**src/rtl/rscb_pkg.sv**
```systemverilog
package rscb_pkg;

  // Field widths fixed by the stream format
  localparam int unsigned ByteW   = 8;
  localparam int unsigned SumW    = 18;
  localparam int unsigned SpanW   = 11;
  localparam int unsigned ModW    = 18;
  localparam int unsigned MinDistW = 20;
  localparam int unsigned SeenW   = 21;
  localparam int unsigned CfgIdxW = 2;
  localparam int unsigned CfgDataW = 20;
  localparam int unsigned OutDataW = 24;

  // Default for the window store depth
  localparam int unsigned MaxSpanDefault = 1024;

  // Queue between the front and back parts
  localparam int unsigned QueueDepth = 2;
  localparam int unsigned QueuePtrW  = $clog2(QueueDepth);
  localparam int unsigned QueueCntW  = $clog2(QueueDepth + 1);

  // Divider step counter
  localparam int unsigned DivCntW = $clog2(SumW);

  // Configuration register indexes
  localparam logic [CfgIdxW-1:0] CfgWindowSpan  = 2'd0;
  localparam logic [CfgIdxW-1:0] CfgModulus     = 2'd1;
  localparam logic [CfgIdxW-1:0] CfgMinDistance = 2'd2;

  // Register reset values
  localparam logic [SpanW-1:0]    SpanReset    = 11'd256;
  localparam logic [ModW-1:0]     ModulusReset = 18'd8192;
  localparam logic [MinDistW-1:0] MinDistReset = 20'd8192;

  typedef struct packed {
    logic [SpanW-1:0]    window_span;
    logic [ModW-1:0]     modulus;
    logic [MinDistW-1:0] min_distance;
  } cfg_t;

  // One updated sum on its way to the modulo check
  typedef struct packed {
    logic            cut_ok;
    logic [SumW-1:0] sum;
  } q_item_t;

  typedef enum logic {
    F_IDLE,
    F_UPDATE
  } front_state_e;

  typedef enum logic [1:0] {
    B_IDLE,
    B_DIVIDE,
    B_OUTPUT
  } back_state_e;

endpackage

```
**src/rtl/rscb_fifo.sv**
```systemverilog
module rscb_fifo (
  input  logic              clk_i,
  input  logic              rst_ni,
  input  logic              push_i,
  input  rscb_pkg::q_item_t item_i,
  output logic              ready_o,
  output logic              valid_o,
  input  logic              pop_i,
  output rscb_pkg::q_item_t item_o
);
  import rscb_pkg::*;

  q_item_t               slots_q [QueueDepth];
  logic [QueuePtrW-1:0]  wr_ptr_q, rd_ptr_q;
  logic [QueueCntW-1:0]  count_q;
  logic                  do_push, do_pop;

  assign ready_o = count_q != QueueCntW'(QueueDepth);
  assign valid_o = count_q != '0;
  assign do_push = push_i && ready_o;
  assign do_pop  = pop_i && valid_o;
  assign item_o  = slots_q[rd_ptr_q];

  always_ff @(posedge clk_i or negedge rst_ni) begin
    if (!rst_ni) begin
      wr_ptr_q <= '0;
      rd_ptr_q <= '0;
      count_q  <= '0;
    end else begin
      if (do_push) begin
        wr_ptr_q <= wr_ptr_q + QueuePtrW'(1);
      end
      if (do_pop) begin
        rd_ptr_q <= rd_ptr_q + QueuePtrW'(1);
      end
      if (do_push && !do_pop) begin
        count_q <= count_q + QueueCntW'(1);
      end else if (do_pop && !do_push) begin
        count_q <= count_q - QueueCntW'(1);
      end
    end
  end

  always_ff @(posedge clk_i) begin
    if (do_push) begin
      slots_q[wr_ptr_q] <= item_i;
    end
  end

endmodule

```
**config.mk**
```make
export PLATFORM = sky130hd
export DESIGN_NAME = rscb_fifo
export DESIGN_NICKNAME = d
export VERILOG_FILES = /design/src/rtl/rscb_pkg.sv /design/src/rtl/rscb_fifo.sv
export SDC_FILE = /design/constraint.sdc
export NUM_CORES = 1
export LEC_CHECK = 0
export BUFFER_PORTS_ARGS = -buffer_cell sky130_fd_sc_hd__buf_4
export CORE_MARGIN = 8
export CORE_UTILIZATION = 34
export DETAILED_ROUTE_END_ITERATION = 16
export GPL_ROUTABILITY_DRIVEN = 0
export PLACE_DENSITY_LB_ADDON = 0.12
export SKIP_LAST_GASP = 1
export SYNTH_ARGS = -nofsm -noshare
export SYNTH_HDL_FRONTEND = slang
export SYNTH_SLANG_ARGS = --single-unit
```
**constraint.sdc**
```tcl
create_clock -name clk_i -period 2.7 [get_ports clk_i]
set_input_delay 0.81 -clock clk_i [delete_from_list [all_inputs] [get_ports clk_i]]
set_output_delay 0.81 -clock clk_i [all_outputs]
set_load 0.005 [all_outputs]
```
==> results <==
- The run finished with clean final reports.
- Grouping stages by cell kind, the critical path spends the most delay in multiplexers.
- Measured against its own limit, the worst slew margin works out to 81.6%.
- The number of max-slew violations in the final report is 0.
- The fraction of final layout cells sized beyond drive strength 1 is 58.0%.
- For the final database, setup skew stands at 0.00883 ns.
- The final hold violation count was 0.
- The startpoint kind of the worst setup timing path is a flip-flop.
- After detailed placement, the design holds a cell count of 177.
- The slowest stage of the critical path belongs to the cell mux2_2.
- The fraction of the core area covered by cells at the end of the flow is 44.9%.
- The number of input and output port buffers inserted is 43.
- The clock tree root buffer cell is clkbuf_8.
- The final critical path takes up 79.1% of the cycle.
- The number of sinks on the clock net is 42.
- Clock-pin slew was measured on the worst setup and hold paths at 0.07 ns.
- The type of the most critical hold path is in -> async.
- After layout, the design draws a total of 2.07 mW.
- The sequential cell area is 1240 um^2.
- Power spread over the standard cell area amounts to 997 nW/um^2.
- The violation count after the first detailed-route iteration is 51.
- 0 antenna diodes ended up in the layout.
- The transition time of the tightest slew-check pin is 0.276 ns.
- Summing all non-filler instances in the final layout gives an area of 2080 um^2.
- In the synthesized netlist, the number of instances is 77.
- The placed instances occupy a cell area of 2000 um^2.
- The number of setup violations in the final report is 0.
- The area growth from synthesis to layout is 30.7%.
- The number of nets in the synthesized netlist is 101.
- Yosys printed 0 warnings.
- Global routing used 8.87% of the available tracks across all layers.
- Setup total negative slack on the finished layout was measured at 0 ns.
- Setup repair after global routing left no endpoint under its margin.
- The flip-flop and latch count after synthesis is 42.
- The critical path starts at rd_ptr_q.
- The clock latency on the worst-skew pair is 0.29 ns.
- The max-cap violation count is 0.
- The iteration count of the initial detailed-routing pass is 4.
- The worst voltage drop across the vdd grid is 456 uV.
- The kind of end point of the critical path is an output port.
- Global routing consumed, on the met2 layer, 13.7% of the routing resources.
- The number of filler instances in the final layout is 420.
- The most frequent cell on the critical path is buf_4.
- The buffer levels on the longest clock path is 2.
- The H-tree depth reported by CTS is 2.
- The standby leakage power is 0.805 nW.
- Dividing the detail-routed via count by the number of cells gives 4.50.
- The critical path goes through buf_4 > mux2_2 > buf_4.
- Data on the critical path arrives at its endpoint at 1.33 ns.
- For this design the top-level I/O count stands at 44.
- Each instance of the synthesized netlist takes up on average 20.6 um^2.
- The vertical die dimension is 84.4 um.
- The non-filler instance count after layout is 185.
- The via count of the first global-routing pass came to 985.
- The tightest hold path in the finished design has a slack of 0.310 ns.
- The most used routing layer in global routing is met2.
- Dividing the detail-routed wire length by the instance count gives 16.0 um.
- The global-route wire length before repair is 4730 um.
- The startpoint identified for the worst register-to-register timing path is count_q[0].
- The largest net degree at the start of global routing is 20.
- Static timing analysis puts the maximum clock frequency at 468 MHz.
- After the last flow step, the layout net total stands at 154.
- The initial antenna violation count came to 0.
- The synthesized cell area is 1590 um^2.
- The die covers 7120 um^2.
- The routed layout has 832 vias.
- The core outline area is 4630 um^2.
- The initial utilization of the core area, before any placement, comes to 34.3%.
- Once detail routing completed, the nets flagged for antenna violations numbered 0.
- The maximum fanout along the worst path is 10.
- Data on the critical path is required at its endpoint by 1.89 ns.
- In this run, CTS created clock tree buffers numbering 5.
- The met3 track utilization from global routing is 4.39%.
- Counting I/O delays and the setup requirement, the final critical path takes 2.14 ns.
- The TritonCTS clock tree is done.
- The initialized floorplan defines 25 standard-cell rows.
- Hold repair after CTS inserted 0 buffers.
- The footprint of the multi-input gates is 324 um^2.
- The buffer and inverter count on the worst path is 2.
- For this run, global-route usage on met1 was measured as 9.61%.
- Summed over all nets, the half-perimeter wirelength after detailed placement is 2120 um.
- The worst setup path is of the reg -> out kind.
- The routed design has 2970 um of wire.
- After detailed routing, the number of remaining DRC violations is 0.
- At the placement stage, the worst setup path has a slack of 0.855 ns.
- After clock tree synthesis, the setup repair step added 0 buffers.
- The delay of the slowest cell on the worst path is 0.36 ns.
- Sequential elements use 78.1% of the synthesized area.
- After clock tree synthesis, the repair step resized 0 gates.
- In this run, distinct cell masters in the synthesized netlist total 14.
- The width of the die is 84.4 um.
- The total grt overflow is 0.
- The slack of the critical path is 0.564 ns.
[layer usage]
| layer | share of wire, % | up-vias |
|---|---|---|
| met5 | 0 | - |
| met4 | 2.0 | 0 |
| met3 | 8.1 | 8 |
| met2 | 48 | 34 |
| met1 | 42 | 396 |
| li1 | - | 394 |
[worst reg2reg max path: stages, from the launching register on]
cell	delay, ns
dfrtp_1	0.43
nand2b_4	0.16
nand2_1	0.13
inv_1	0.06
ha_1	0.32
nor2_1	0.14
xor2_1	0.15
[where the power goes]
| group | internal, mW | switching (mW) |
|---|---|---|
| clock network | 0.184 | 0.194 |
| logic | 0.429 | 0.308 |
| registers | 0.896 | 0.0588 |
[sequential cells by signal, summed over array words and instances, names as in the netlist]
| register | count |
|---|---|
| slots_q | 38 |
| count_q | 2 |
| wr_ptr_q | 1 |
| rd_ptr_q | 1 |
[cell usage after synthesis]
master,number,area [um^2]
inv_1,1,3.75
and3_1,1,6.26
nand2_1,1,3.75
xnor2_1,3,26.3
nor2_1,2,7.51
xor2_1,2,17.5
ha_1,1,12.5
or2_4,1,8.76
edfxtp_1,38,1140
buf_6,2,22.5
nand2b_4,1,13.8
mux2_2,19,214
dfrtp_1,4,100
nand2_4,1,11.3
[layout by cell type, fill, tap and decap left out]
cell type / instances
buf_4: 48
edfxtp_1: 38
mux2_2: 19
clkbuf_8: 5
dfrtp_1: 4
xnor2_1: 3
clkbuf_1: 3
xor2_1: 2
nand2b_4: 1
nand2_1: 1
inv_1: 1
or2_4: 1
nand2_4: 1
and3_1: 1
nor2_2: 1
nor2_1: 1
ha_1: 1
[logic make-up (layout without fill, tap and decap cells)]
logic type / count (synthesis) / after routing / share of synthesized area, %
simple gates: 7 / 7 / 3.23
xor+xnor: 5 / 5 / 2.76
mux: 19 / 19 / 13.5
flops: 42 / 42 / 78.1
buf+inv: 3 / 57 / 1.65
fa+ha+maj: 1 / 1 / 0.787
[worst paths after layout]
path                                   end  cells past startpoint  slack [ns]
worst max-delay path            item_o[10]                      3        0.56
worst min-delay path            count_q[1]                      1        0.31
worst max register to register  count_q[1]                      6        1.24
worst min register to register    wr_ptr_q                      1        0.52
max in group asynchronous       count_q[0]                      1        2.29
min in group clk_i                wr_ptr_q                      1        0.52
[cell type report]
class,count,share of cell area [%]
well taps,54,3.25
clock buffers,8,3.86
repair buffers,48,17.3
flip-flops and latches,42,59.8
multi-input cells,32,15.6
inverters,1,0.181
No activity file was read; power rests on OpenSTA's default activity.
