<file path="config.mk">
export PLATFORM = sky130hd
export DESIGN_NAME = rscb_back
export DESIGN_NICKNAME = d
export VERILOG_FILES = /design/src/rtl/rscb_pkg.sv /design/src/rtl/rscb_back.sv
export SDC_FILE = /design/constraint.sdc
export NUM_CORES = 1
export LEC_CHECK = 0
export ABC_AREA = 1
export BUFFER_PORTS_ARGS = -buffer_cell sky130_fd_sc_hd__buf_4
export CAP_MARGIN = 20
export CORE_MARGIN = 3
export CORE_UTILIZATION = 51
export CTS_CLUSTER_SIZE = 25
export DETAILED_ROUTE_END_ITERATION = 16
export GPL_TIMING_DRIVEN = 0
export PLACE_DENSITY = 0.76
export SLEW_MARGIN = 20
export SYNTH_ARGS = -nofsm -noshare
export SYNTH_HDL_FRONTEND = slang
export SYNTH_SLANG_ARGS = --single-unit
</file>
<file path="constraint.sdc">
create_clock -name clk_i -period 2.56 [get_ports clk_i]
set_input_delay 0.768 -clock clk_i [delete_from_list [all_inputs] [get_ports clk_i]]
set_output_delay 0.768 -clock clk_i [all_outputs]
set_load 0.01 [all_outputs]
</file>
<file path="src/rtl/rscb_pkg.sv">
package rscb_pkg;

  // Field widths fixed by the stream format
  localparam int unsigned ByteW   = 8;
  localparam int unsigned SumW    = 18;
  localparam int unsigned SpanW   = 11;
  localparam int unsigned ModW    = 18;
  localparam int unsigned MinDistW = 20;
  localparam int unsigned SeenW   = 21;
  localparam int unsigned CfgIdxW = 2;
  localparam int unsigned CfgDataW = 20;
  localparam int unsigned OutDataW = 24;

  // Default for the window store depth
  localparam int unsigned MaxSpanDefault = 1024;

  // Queue between the front and back parts
  localparam int unsigned QueueDepth = 2;
  localparam int unsigned QueuePtrW  = $clog2(QueueDepth);
  localparam int unsigned QueueCntW  = $clog2(QueueDepth + 1);

  // Divider step counter
  localparam int unsigned DivCntW = $clog2(SumW);

  // Configuration register indexes
  localparam logic [CfgIdxW-1:0] CfgWindowSpan  = 2'd0;
  localparam logic [CfgIdxW-1:0] CfgModulus     = 2'd1;
  localparam logic [CfgIdxW-1:0] CfgMinDistance = 2'd2;

  // Register reset values
  localparam logic [SpanW-1:0]    SpanReset    = 11'd256;
  localparam logic [ModW-1:0]     ModulusReset = 18'd8192;
  localparam logic [MinDistW-1:0] MinDistReset = 20'd8192;

  typedef struct packed {
    logic [SpanW-1:0]    window_span;
    logic [ModW-1:0]     modulus;
    logic [MinDistW-1:0] min_distance;
  } cfg_t;

  // One updated sum on its way to the modulo check
  typedef struct packed {
    logic            cut_ok;
    logic [SumW-1:0] sum;
  } q_item_t;

  typedef enum logic {
    F_IDLE,
    F_UPDATE
  } front_state_e;

  typedef enum logic [1:0] {
    B_IDLE,
    B_DIVIDE,
    B_OUTPUT
  } back_state_e;

endpackage

</file>
<file path="src/rtl/rscb_back.sv">
module rscb_back (
  input  logic                       clk_i,
  input  logic                       rst_ni,
  input  logic [rscb_pkg::ModW-1:0]  modulus_i,
  input  logic                       q_valid_i,
  output logic                       q_pop_o,
  input  rscb_pkg::q_item_t          q_item_i,
  output logic                       out_valid_o,
  input  logic                       out_ready_i,
  output logic                       out_boundary_o,
  output logic [rscb_pkg::SumW-1:0]  out_sum_o
);
  import rscb_pkg::*;

  back_state_e state_q, state_d;

  logic [DivCntW-1:0] step_q;
  logic [SumW-1:0]    dvd_q;
  logic [ModW-1:0]    rem_q;
  logic [SumW-1:0]    sum_q;
  logic               cut_ok_q;

  logic [ModW:0]      trial;
  logic [ModW:0]      trial_sub;
  logic [ModW-1:0]    rem_d;
  logic               last_step;

  // Restoring division, one quotient bit per cycle, remainder only
  assign trial     = {rem_q, dvd_q[SumW-1]};
  assign trial_sub = trial - {1'b0, modulus_i};
  assign rem_d     = (trial >= {1'b0, modulus_i}) ? trial_sub[ModW-1:0] : trial[ModW-1:0];
  assign last_step = step_q == DivCntW'(SumW - 1);

  always_comb begin
    state_d = state_q;
    case (state_q)
      B_IDLE: begin
        if (q_valid_i) begin
          state_d = B_DIVIDE;
        end
      end
      B_DIVIDE: begin
        if (last_step) begin
          state_d = B_OUTPUT;
        end
      end
      B_OUTPUT: begin
        if (out_ready_i) begin
          state_d = B_IDLE;
        end
      end
      default: begin
        state_d = B_IDLE;
      end
    endcase
  end

  always_comb begin
    q_pop_o     = 1'b0;
    out_valid_o = 1'b0;
    case (state_q)
      B_IDLE: begin
        q_pop_o = q_valid_i;
      end
      B_OUTPUT: begin
        out_valid_o = 1'b1;
      end
      default: begin
        q_pop_o = 1'b0;
      end
    endcase
  end

  assign out_boundary_o = cut_ok_q && (modulus_i != '0) && (rem_q == '0);
  assign out_sum_o      = sum_q;

  always_ff @(posedge clk_i or negedge rst_ni) begin
    if (!rst_ni) begin
      state_q <= B_IDLE;
      step_q  <= '0;
    end else begin
      state_q <= state_d;
      if (state_q == B_IDLE) begin
        step_q <= '0;
      end else if (state_q == B_DIVIDE) begin
        step_q <= step_q + DivCntW'(1);
      end
    end
  end

  always_ff @(posedge clk_i) begin
    if (q_pop_o) begin
      dvd_q    <= q_item_i.sum;
      sum_q    <= q_item_i.sum;
      cut_ok_q <= q_item_i.cut_ok;
      rem_q    <= '0;
    end else if (state_q == B_DIVIDE) begin
      dvd_q <= {dvd_q[SumW-2:0], 1'b0};
      rem_q <= rem_d;
    end
  end

endmodule

</file>
==> reports/results.md, run 1 <==
| Result | This run |
|---|---|
| Number of buffers added on ports | 61 |
| # Max-Cap Violations | 0 |
| Drt drc | 0 |
| Total power divided by cell area | 1260 nW/um2 |
| Peak supply drop | 0.689 mV |
| Aggregate global routing overflow | 0 |
| Antenna-violating nets left | 0 |
| TNS Setup | 0 ns |
| Highest-count cells in the layout ignoring fill and taps | 174 x nand2_1, 71 x inv_1, 61 x buf_4 |
| Maximum fanout encountered on the critical timing path | 29 |
| Number of warnings issued by yosys | 0 |
| Avg Synthesized Cell Area | 7.71 um2 |
| CTS sink count | 62 |
| Pin count of the biggest net entering global routing | 30 |
| TritonCTS clock tree | built |
| Leading area contributor after synthesis | edfxtp_1 |
| Final #Nets | 628 |
| Capture point of the worst path | q_pop_o |
| Count of different cell masters after synthesis | 38 |
| Worst setup slack after placement | -0.628 ns |
| Flop2flop setup slack | 0.39 ns |
| Setup repair after global routing missed its margin | yes |
| WP data arrival | 1.63 ns |
| Critical path startpoint | state_q[1] |
| Half-perimeter wire length of the detailed placement result | 6580 um |
| Total count of hold-check failures in the final report | 0 |
| Clock network latency to the later pin of the worst-skew pair | 0.34 ns |
| Dominant synthesized flop cell | edfxtp_1 |
| Area of the multi-input gates | 1820 um2 |
| EDFF count, synth | 37 |
| Post-CTS setup-driven buffer insertion count | 0 |
| Required arrival time at the worst endpoint | 1.79 ns |
| Die Area | 8540 um2 |
| Final count of pins violating max slew | 0 |
| Filler Cells Inserted | 634 |
| Share of flip-flops with an asynchronous set or reset after synthesis | 11.3% |
| Commonest non-fill, non-tap cell in the layout | nand2_1 |
| Setup clock skew after layout | 0.00764 ns |
| # rows | 30 |
| Die Wd | 92.4 um |
| Crit path launch type | flop |
| Worst Hold Class | in2async |
| H-tree level count | 3 |
| Routed wire length | 8540 um |
| Crit. path cell count | 5 |
| Area added between synthesis and finish | 22.2% |
| CP Cell Sequence | nor2_1 > nand2_1 > inv_2 > buf_12 > buf_4 |
| Gr usage total | 21.0% |
| Critical-path cell with the highest stage delay | dfrtp_1 |
| Length of the first detailed-routing pass in iterations | 5 |
| IO Count | 62 |
| Net Count, Synth | 556 |
| Master cell of the clock root buffer | clkbuf_8 |
| Die height | 92.4 um |
| Post-layout util | 66.3% |
| Worst reg2reg path startpoint | dvd_q[17] |
| Share of the yosys chip area belonging to registers | 43.2% |
| Crit path largest cell delay | 0.42 ns |
| TritonCTS Buffers | 9 |
| Clock Path Buffers | 2 |
| Slew at the pin with the worst max-slew slack | 0.527 ns |
| Final GP Congestion | 0.905 |
| Total via count in the routed design | 3359 |
| Core Region | 7020 um2 |
| Worst setup slack after layout | 0.159 ns |
| Maximum operating frequency | 416 MHz |
| Buffers & Inverters on Critical Path | 3 |
| Share of post-route cells with drive strength above 1 | 18.6% |
| Synth top area share | 29.2% |
| Reg2Reg Capture Point | rem_q[10] |
| Crit path kind | reg2out |
| Cells after Synth | 494 |
| Critical path's top delay family | buffers and inverters |
| Rel. slew slack | 64.8% |
| Effective utilization at floorplan | 54.2% |
| Top post-synthesis cells by area | edfxtp_1 29%, nand2_1 17%, dfxtp_1 9.5% |
| Number of diodes | 0 |
| Final-report setup violation count | 0 |
| Clock transition at the register clock pins on the worst setup and hold paths after CTS | 0.07 ns |
| Average wire length per cell after detail routing | 12.8 um |
| Critical path capture point type | primary output |
| Register-to-Register Path Depth | 13 |
| Number of cells in the design after placement | 651 |
| Vias in the first global route | 3189 |
| Number of hold buffers added after cts | 0 |
| Run status | complete, no violations |
| Portion of the clock cycle consumed by the worst path in the final layout | 93.8% |
| Final worst path period need | 2.40 ns |
| Register area | 1650 um2 |
| P_leak | 0.00239 uW |
| Post-Syn Area | 3810 um2 |
| Placed standard-cell area | 4390 um2 |
| Final cell count without fillers | 667 |
| Ratio of routed vias to standard cells | 5.04 |
| Antenna violations before repair | 0 |
| Cell area after layout | 4650 um2 |
| Number of storage elements in the synthesis netlist | 62 |
| Wire length of the first global-routing pass | 14300 um |
| 1st-iter DRT viols | 176 |
-- report_power, final --
| part | internal [uW] | total [uW] | switching (uW) |
|---|---|---|---|
| Clock | 649 | 1050 | 396 |
| Sequential | 1550 | 1760 | 214 |
| Combinational | 1160 | 3060 | 1900 |
-- state kept, by name, indices dropped and copies added, names as in the netlist --
name       cells
step_q         5
rem_q         18
dvd_q         18
out_sum_o     18
cut_ok_q       1
state_q        2
-- synthesized netlist by cell type, drive strengths merged, types with 5 or more instances --
library cell / n
nand4: 10
edfxtp: 37
dfrtp: 7
dfxtp: 18
buf: 7
nand3: 44
nor2: 34
nand2: 183
a21oi: 14
xnor2: 5
ha: 20
inv: 74
nand3b: 8
o21ai: 14
-- how the worst min path moves through the flow --
stage | from | endpoint | slack [ns] | cells past startpoint
final | rst_ni | step_q[3] | 0.23 | 1
after global routing | rst_ni | step_q[3] | 0.21 | 1
after CTS | rst_ni | step_q[3] | 0.22 | 1
after detailed placement | rem_q[12] | rem_q[12] | 0.47 | 2
after global placement | rem_q[12] | rem_q[12] | 0.47 | 2
after floorplan | rem_q[17] | rem_q[17] | 0.44 | 2
-- per-layer routing --
metal | vias up | share of wire, % | wire length, um | track usage (%)
met2 | 64 | 48 | 4120 | 33.9
met4 | 0 | 1.7 | 143 | 5.94
met3 | 13 | 3.7 | 319 | 5.93
met5 | - | 0 | 0 | 0
met1 | 1550 | 46 | 3960 | 27.6
li1 | 1732 | - | - | -
-- kinds of logic (layout without fill, tap and decap cells) --
group	after synthesis	count (layout)	share of synthesized area, %
AND/OR/NAND/NOR	286	286	33.7
adder cells (fa/ha/maj)	21	21	7.10
AO/OA/AOI/OAI	33	33	4.93
XOR/XNOR	9	9	2.07
buffers and inverters	83	160	8.94
flip-flops	62	62	43.2
-- timing repair --
item,in CTS,in global routing
gates resized for setup,5,4
endpoints found under the setup margin,1,3
pin swaps,0,0
-- stage by stage --
step	power, uW	hold slack [ns]
global placement	4720	0.465
finish	5870	0.231
global route	6380	0.214
CTS	5860	0.222
floorplan	4080	0.443
detailed placement	4790	0.470
-- area by class of cell --
cell class                 instances  share of cell area (%)
multi-input combinational        349                    39.1
sequential                        62                    35.4
timing repair buffer              61                    9.84
inverter                          75                    6.13
clock buffer                       9                    2.66
clock inverter                     7                    2.64
tap                               96                    2.58
buffer                             8                    1.61
(Power assumes the default switching activity.)
==> run 2, diff against run 1 <==
Settings changed: CORE_UTILIZATION 51 to 55, PLACE_DENSITY 0.76 to 0.78.
Clock period 2.56 ns to 3.04 ns, I/O delays scaled along.
==> run 2 against run 1 <==
Effect of this change: setup slack gained 0.10 ns; power shrank 19%; sequential cell count is the same; first-iteration DRC count grew 19%; global-route usage grew 1.7 points; hold slack gained 0.14 ns; clock-buffer cell count grew 2; largest cell class unchanged.
==> reports/results.md, run 2 (synthesis results as in run 1) <==
| Result | This run | vs previous |
|---|---|---|
| Crit path kind | reg2out | unchanged |
| Register area | 1650 um2 | unchanged |
| Core Region | 6530 um2 | was 7020 um2 |
| Vias in the first global route | 3174 | was 3189 |
| IO Count | 62 | unchanged |
| Routed wire length | 8560 um | was 8540 um |
| Worst Hold Class | in2async | unchanged |
| Length of the first detailed-routing pass in iterations | 5 | unchanged |
| Rel. slew slack | 43.8% | was 64.8% |
| Die Area | 7960 um2 | was 8540 um2 |
| CTS sink count | 62 | unchanged |
| Proportion of power drawn by combinational gates | 54.3% | was 52.1% |
| Slew at the pin with the worst max-slew slack | 0.838 ns | was 0.527 ns |
| TritonCTS clock tree | built | unchanged |
| Total count of hold-check failures in the final report | 0 | unchanged |
| Aggregate global routing overflow | 0 | unchanged |
| Total power divided by cell area | 1040 nW/um2 | was 1260 nW/um2 |
| Part of the total power dissipated in the clock network | 14.2% | was 17.8% |
| Ratio of routed vias to standard cells | 5.19 | was 5.04 |
| Maximum fanout encountered on the critical timing path | 29 | unchanged |
| TNS Setup | 0 ns | unchanged |
| Total via count in the routed design | 3363 | was 3359 |
| Filler Cells Inserted | 538 | was 634 |
| Cell internal power dissipation | 2650 uW | was 3360 uW |
| # rows | 29 | was 30 |
| Area of the multi-input gates | 1820 um2 | unchanged |
| Half-perimeter wire length of the detailed placement result | 6720 um | was 6580 um |
| Commonest non-fill, non-tap cell in the layout | nand2_1 | unchanged |
| Number of buffers added on ports | 61 | unchanged |
| Pin count of the biggest net entering global routing | 30 | unchanged |
| Clock Path Buffers | 2 | unchanged |
| Post-CTS setup-driven buffer insertion count | 0 | unchanged |
| Critical path capture point type | primary output | unchanged |
| Maximum operating frequency | 360 MHz |  |
| Effective utilization at floorplan | 58.3% | was 54.2% |
| Number of hold buffers added after cts | 0 | unchanged |
| Count of cells resized by post-cts repair | 0 | was 5 |
| Final worst path period need | 2.78 ns |  |
| Gr usage total | 22.7% | was 21.0% |
| Worst setup slack after layout | 0.259 ns | was 0.159 ns |
| Clock transition at the register clock pins on the worst setup and hold paths after CTS | 0.07 ns | about the same |
| Average wire length per cell after detail routing | 13.2 um | was 12.8 um |
| Highest-count cells in the layout ignoring fill and taps | 174 x nand2_1, 71 x inv_1, 61 x buf_4 | unchanged |
| Final GP Congestion | 0.885 | was 0.905 |
| Psw | 2080 uW | was 2510 uW |
| Setup repair after global routing missed its margin | no | was yes |
| Final count of pins violating max slew | 0 | unchanged |
| H-tree level count | 3 | unchanged |
| WP data arrival | 1.87 ns | was 1.63 ns |
| Required arrival time at the worst endpoint | 2.13 ns | was 1.79 ns |
| Setup clock skew after layout | 0.00479 ns | was 0.00764 ns |
| Final #Nets | 628 | unchanged |
| Die height | 89.2 um | was 92.4 um |
| Number of diodes | 0 | unchanged |
| Sequential group share of total power | 31.5% | was 30.0% |
| Clock network latency to the later pin of the worst-skew pair | 0.33 ns | was 0.34 ns |
| Die Wd | 89.2 um | was 92.4 um |
| Wire length of the first global-routing pass | 13900 um | was 14300 um |
| 1st-iter DRT viols | 209 | was 176 |
| # Max-Cap Violations | 0 | unchanged |
| Share of post-route cells with drive strength above 1 | 17.7% | was 18.6% |
| Antenna-violating nets left | 0 | unchanged |
| P_leak | 0.00236 uW | was 0.00239 uW |
| Final-report setup violation count | 0 | unchanged |
| Net switching share of the total power | 44.0% | was 42.8% |
| Run status | complete, no violations | unchanged |
| TritonCTS Buffers | 9 | unchanged |
| Crit path launch type | flop | unchanged |
| Drt drc | 0 | unchanged |
| Master cell of the clock root buffer | clkbuf_8 | unchanged |
| Worst setup slack after placement | 0.0922 ns | was -0.628 ns |
| Area added between synthesis and finish | 19.4% | was 22.2% |
| Antenna violations before repair | 0 | unchanged |
| Portion of the clock cycle consumed by the worst path in the final layout | 91.5% |  |
| Peak supply drop | 0.594 mV | was 0.689 mV |
| Total power after layout | 4730 uW | was 5870 uW |
[run 2: metal layers]
| layer | track usage [%] | part of all wire [%] |
|---|---|---|
| met5 | 0 | 0 |
| met4 | 6.77 | 2.1 |
| met3 | 7.10 | 5.1 |
| met2 | 35.2 | 48 |
| met1 | 30.7 | 45 |
[run 2: area by class of cell]
type	instances	share of cell area [%]
Inverter	75	6.19
Clock inverter	5	1.10
Multi-Input combinational cell	349	40.0
Tap cell	77	2.12
Sequential cell	62	36.2
Timing Repair Buffer	61	10.1
Clock buffer	11	2.89
Buffer	8	1.38
[run 2: power by group through the flow]
stage	combinational [uW]	clock (uW)	sequential [uW]
after global placement	2470	0	1490
after detailed placement	2540	0	1500
final	2570	671	1490
after floorplan	1980	0	1450
after CTS	2560	686	1490
after global routing	2940	726	1520
[run 2: metrics by stage]
stage                     std cells  util [%]  hold slack, ns  area [um2]
final                           648      69.6           0.376        4550
after global placement          632      66.8           0.465        4360
after detailed placement        632      66.8           0.473        4360
after global routing            648      69.6           0.358        4550
after CTS                       648      69.6           0.358        4540
after floorplan                 494         -           0.443        3810
[run 2: final timing paths]
path / cells past startpoint / endpoint / slack, ns / from
setup / recovery: 5 / q_pop_o / 0.26 / state_q[1]
hold / removal: 1 / step_q[2] / 0.38 / rst_ni
setup reg to reg: 13 / rem_q[12] / 0.76 / dvd_q[17]
hold reg to reg: 2 / rem_q[13] / 0.48 / rem_q[13]
max in group asynchronous: 1 / state_q[0] / 2.54 / rst_ni
min in group clk_i: 2 / rem_q[13] / 0.48 / rem_q[13]
[run 2: critical path, cell delays in order (launching register included)]
cell and delay, ns:
dfrtp_1 0.41, nor2_1 0.21, nand2_1 0.11, inv_2 0.18, clkbuf_4 0.42, buf_4 0.20
==> run 3, diff against run 2 <==
Settings changed: CELL_PAD_IN_SITES_DETAIL_PLACEMENT from default to 1, CELL_PAD_IN_SITES_GLOBAL_PLACEMENT from default to 1, CORE_UTILIZATION 55 to 45, PLACE_DENSITY 0.78 to default, PLACE_DENSITY_LB_ADDON from default to 0.1.
==> run 3 against run 2 <==
Effect of this change: power is 3.8% higher; cell area is 1.2% higher; via count is 2.2% higher; cell count is 3.9% higher; global-route usage is 0.064 points higher; die area is 21% higher; clock power is 12% higher; combinational power is 4% higher; wire length is 22% higher; maximum frequency is 1.3% lower; critical endpoint unchanged.
==> reports/results.md, run 3 (synthesis results as in run 1) <==
| Result | This run | vs previous |
|---|---|---|
| Pin count of the biggest net entering global routing | 30 | unchanged |
| Aggregate global routing overflow | 0 | unchanged |
| Number of buffers added on ports | 61 | unchanged |
| Maximum operating frequency | 355 MHz | was 360 MHz |
| P_leak | 0.00237 uW | was 0.00236 uW |
| Ratio of routed vias to standard cells | 5.11 | was 5.19 |
| Average wire length per cell after detail routing | 15.5 um | was 13.2 um |
| Final count of pins violating max slew | 0 | unchanged |
| WP data arrival | 1.91 ns | was 1.87 ns |
| Final-report setup violation count | 0 | unchanged |
| Total power after layout | 4910 uW | was 4730 uW |
| Setup repair after global routing missed its margin | no | unchanged |
| Clock transition at the register clock pins on the worst setup and hold paths after CTS | 0.06 ns | was 0.07 ns |
| Half-perimeter wire length of the detailed placement result | 8470 um | was 6720 um |
| Psw | 2180 uW | was 2080 uW |
| Total power divided by cell area | 1070 nW/um2 | was 1040 nW/um2 |
| Worst Hold Class | in2async | unchanged |
| Commonest non-fill, non-tap cell in the layout | nand2_1 | unchanged |
| Die Area | 9600 um2 | was 7960 um2 |
| Part of the total power dissipated in the clock network | 15.3% | was 14.2% |
| 1st-iter DRT viols | 144 | was 209 |
| Clock Path Buffers | 2 | unchanged |
| Portion of the clock cycle consumed by the worst path in the final layout | 92.7% | was 91.5% |
| Routed wire length | 10500 um | was 8560 um |
| Wire length of the first global-routing pass | 17600 um | was 13900 um |
| Register area | 1650 um2 | unchanged |
| Met2 Use GR | 41.2% | was 35.2% |
| IO Count | 62 | unchanged |
| Slew at the pin with the worst max-slew slack | 0.859 ns | was 0.838 ns |
| Number of diodes | 0 | unchanged |
| Final cell count without fillers | 673 | was 648 |
| # Max-Cap Violations | 0 | unchanged |
| Number of hold buffers added after cts | 0 | unchanged |
| Length of the first detailed-routing pass in iterations | 4 | was 5 |
| Area added between synthesis and finish | 20.8% | was 19.4% |
| Most congested layer reported by global routing | met2 | unchanged |
| Vias in the first global route | 3682 | was 3174 |
| Proportion of power drawn by combinational gates | 54.2% | was 54.3% |
| Number of cells in the design after placement | 657 | was 632 |
| Global Route met3 Usage | 5.14% | was 7.10% |
| # rows | 32 | was 29 |
| Placed standard-cell area | 4390 um2 | was 4360 um2 |
| CTS sink count | 62 | unchanged |
| Maximum fanout encountered on the critical timing path | 29 | unchanged |
| Run status | complete, no violations | unchanged |
| Master cell of the clock root buffer | clkbuf_8 | unchanged |
| Critical path's top delay family | buffers and inverters | unchanged |
| TritonCTS clock tree | built | unchanged |
| Drt drc | 0 | unchanged |
| Final worst path period need | 2.82 ns | was 2.78 ns |
| Core Region | 7970 um2 | was 6530 um2 |
| Clock network latency to the later pin of the worst-skew pair | 0.33 ns | about the same |
| Share of post-route cells with drive strength above 1 | 17.7% | unchanged |
| Effective utilization at floorplan | 47.8% | was 58.3% |
| Met1 routing resource usage after global routing | 28.2% | was 30.7% |
| Critical path capture point type | primary output | unchanged |
| Crit path launch type | flop | unchanged |
| TritonCTS Buffers | 9 | unchanged |
| Cell internal power dissipation | 2730 uW | was 2650 uW |
| Net switching share of the total power | 44.4% | was 44.0% |
| Peak supply drop | 0.524 mV | was 0.594 mV |
| Final GP Congestion | 0.876 | was 0.885 |
| H-tree level count | 3 | unchanged |
| Total count of hold-check failures in the final report | 0 | unchanged |
| Final #Nets | 628 | unchanged |
| Antenna-violating nets left | 0 | unchanged |
| Area of the multi-input gates | 1820 um2 | unchanged |
| Antenna violations before repair | 0 | unchanged |
| Crit path kind | reg2out | unchanged |
| Setup clock skew after layout | 0.00678 ns | was 0.00479 ns |
| Highest-count cells in the layout ignoring fill and taps | 174 x nand2_1, 71 x inv_1, 61 x buf_4 | unchanged |
| Gr usage total | 22.8% | was 22.7% |
| Sequential group share of total power | 30.5% | was 31.5% |
| CP Cell Sequence | nor2_1 > nand2_1 > inv_2 > clkbuf_4 > buf_4 | unchanged |
| Die Wd | 98.0 um | was 89.2 um |
| Total via count in the routed design | 3438 | was 3363 |
| Crit path largest cell delay | 0.43 ns | was 0.42 ns |
| Buffers & Inverters on Critical Path | 3 | unchanged |
| Critical-path cell with the highest stage delay | clkbuf_4 | unchanged |
| Filler Cells Inserted | 1018 | was 538 |
| Cell area after layout | 4600 um2 | was 4550 um2 |
| Die height | 98.0 um | was 89.2 um |
| Required arrival time at the worst endpoint | 2.13 ns | about the same |
| Rel. slew slack | 42.4% | was 43.8% |
run 3: cell types whose count changed in the layout (fill, tap and decap cells not counted), sizes merged:
cell and delta:
bufinv +1, clkbuf -1, clkinv +1, clkinvlp -1
run 3: cell type report:
cell class | count | share of cell area (%)
Sequential cell | 62 | 35.8
Clock inverter | 6 | 1.66
Tap cell | 102 | 2.77
Clock buffer | 10 | 2.77
Buffer | 8 | 1.36
Multi-Input combinational cell | 349 | 39.6
Timing Repair Buffer | 61 | 9.95
Inverter | 75 | 6.12
run 3: stage by stage:
stage	hold slack, ns	setup TNS [ns]	util [%]	setup slack, ns
after floorplan	0.443	0	-	0.183
after global placement	0.469	-0.468	55.1	-0.468
after detailed placement	0.480	0	55.2	0.0726
after CTS	0.371	0	57.7	0.000921
after global routing	0.364	0	57.7	0.0519
final	0.381	0	57.7	0.223
run 3: layer usage:
layer / wire length [um] / part of all wire, %
met1: 4540 / 43
met2: 5480 / 52
met3: 372 / 3.6
met4: 61 / 0.58
met5: 0 / 0
run 3: worst paths after layout:
path                             from  cells past startpoint        end  slack [ns]
setup / recovery           state_q[1]                      5    q_pop_o        0.22
min in group clk_i          rem_q[17]                      2  rem_q[17]        0.49
setup reg to reg            dvd_q[17]                     13  rem_q[12]        0.74
max in group asynchronous      rst_ni                      1  step_q[1]        2.54
hold reg to reg             rem_q[17]                      2  rem_q[17]        0.49
hold / removal                 rst_ni                      1  step_q[3]        0.38
run 3: power groups by stage:
stage	clock network, uW	registers (uW)	logic [uW]
floorplan	0	1450	1980
global placement	0	1500	2530
detailed placement	0	1520	2660
CTS	765	1500	2680
global route	812	1530	3060
finish	751	1500	2660
run 3: repair_timing:
item                                    4_1_cts  5_1_grt
setup buffers                                 0        0
gates resized for setup                       0        1
endpoints found under the setup margin        0        1
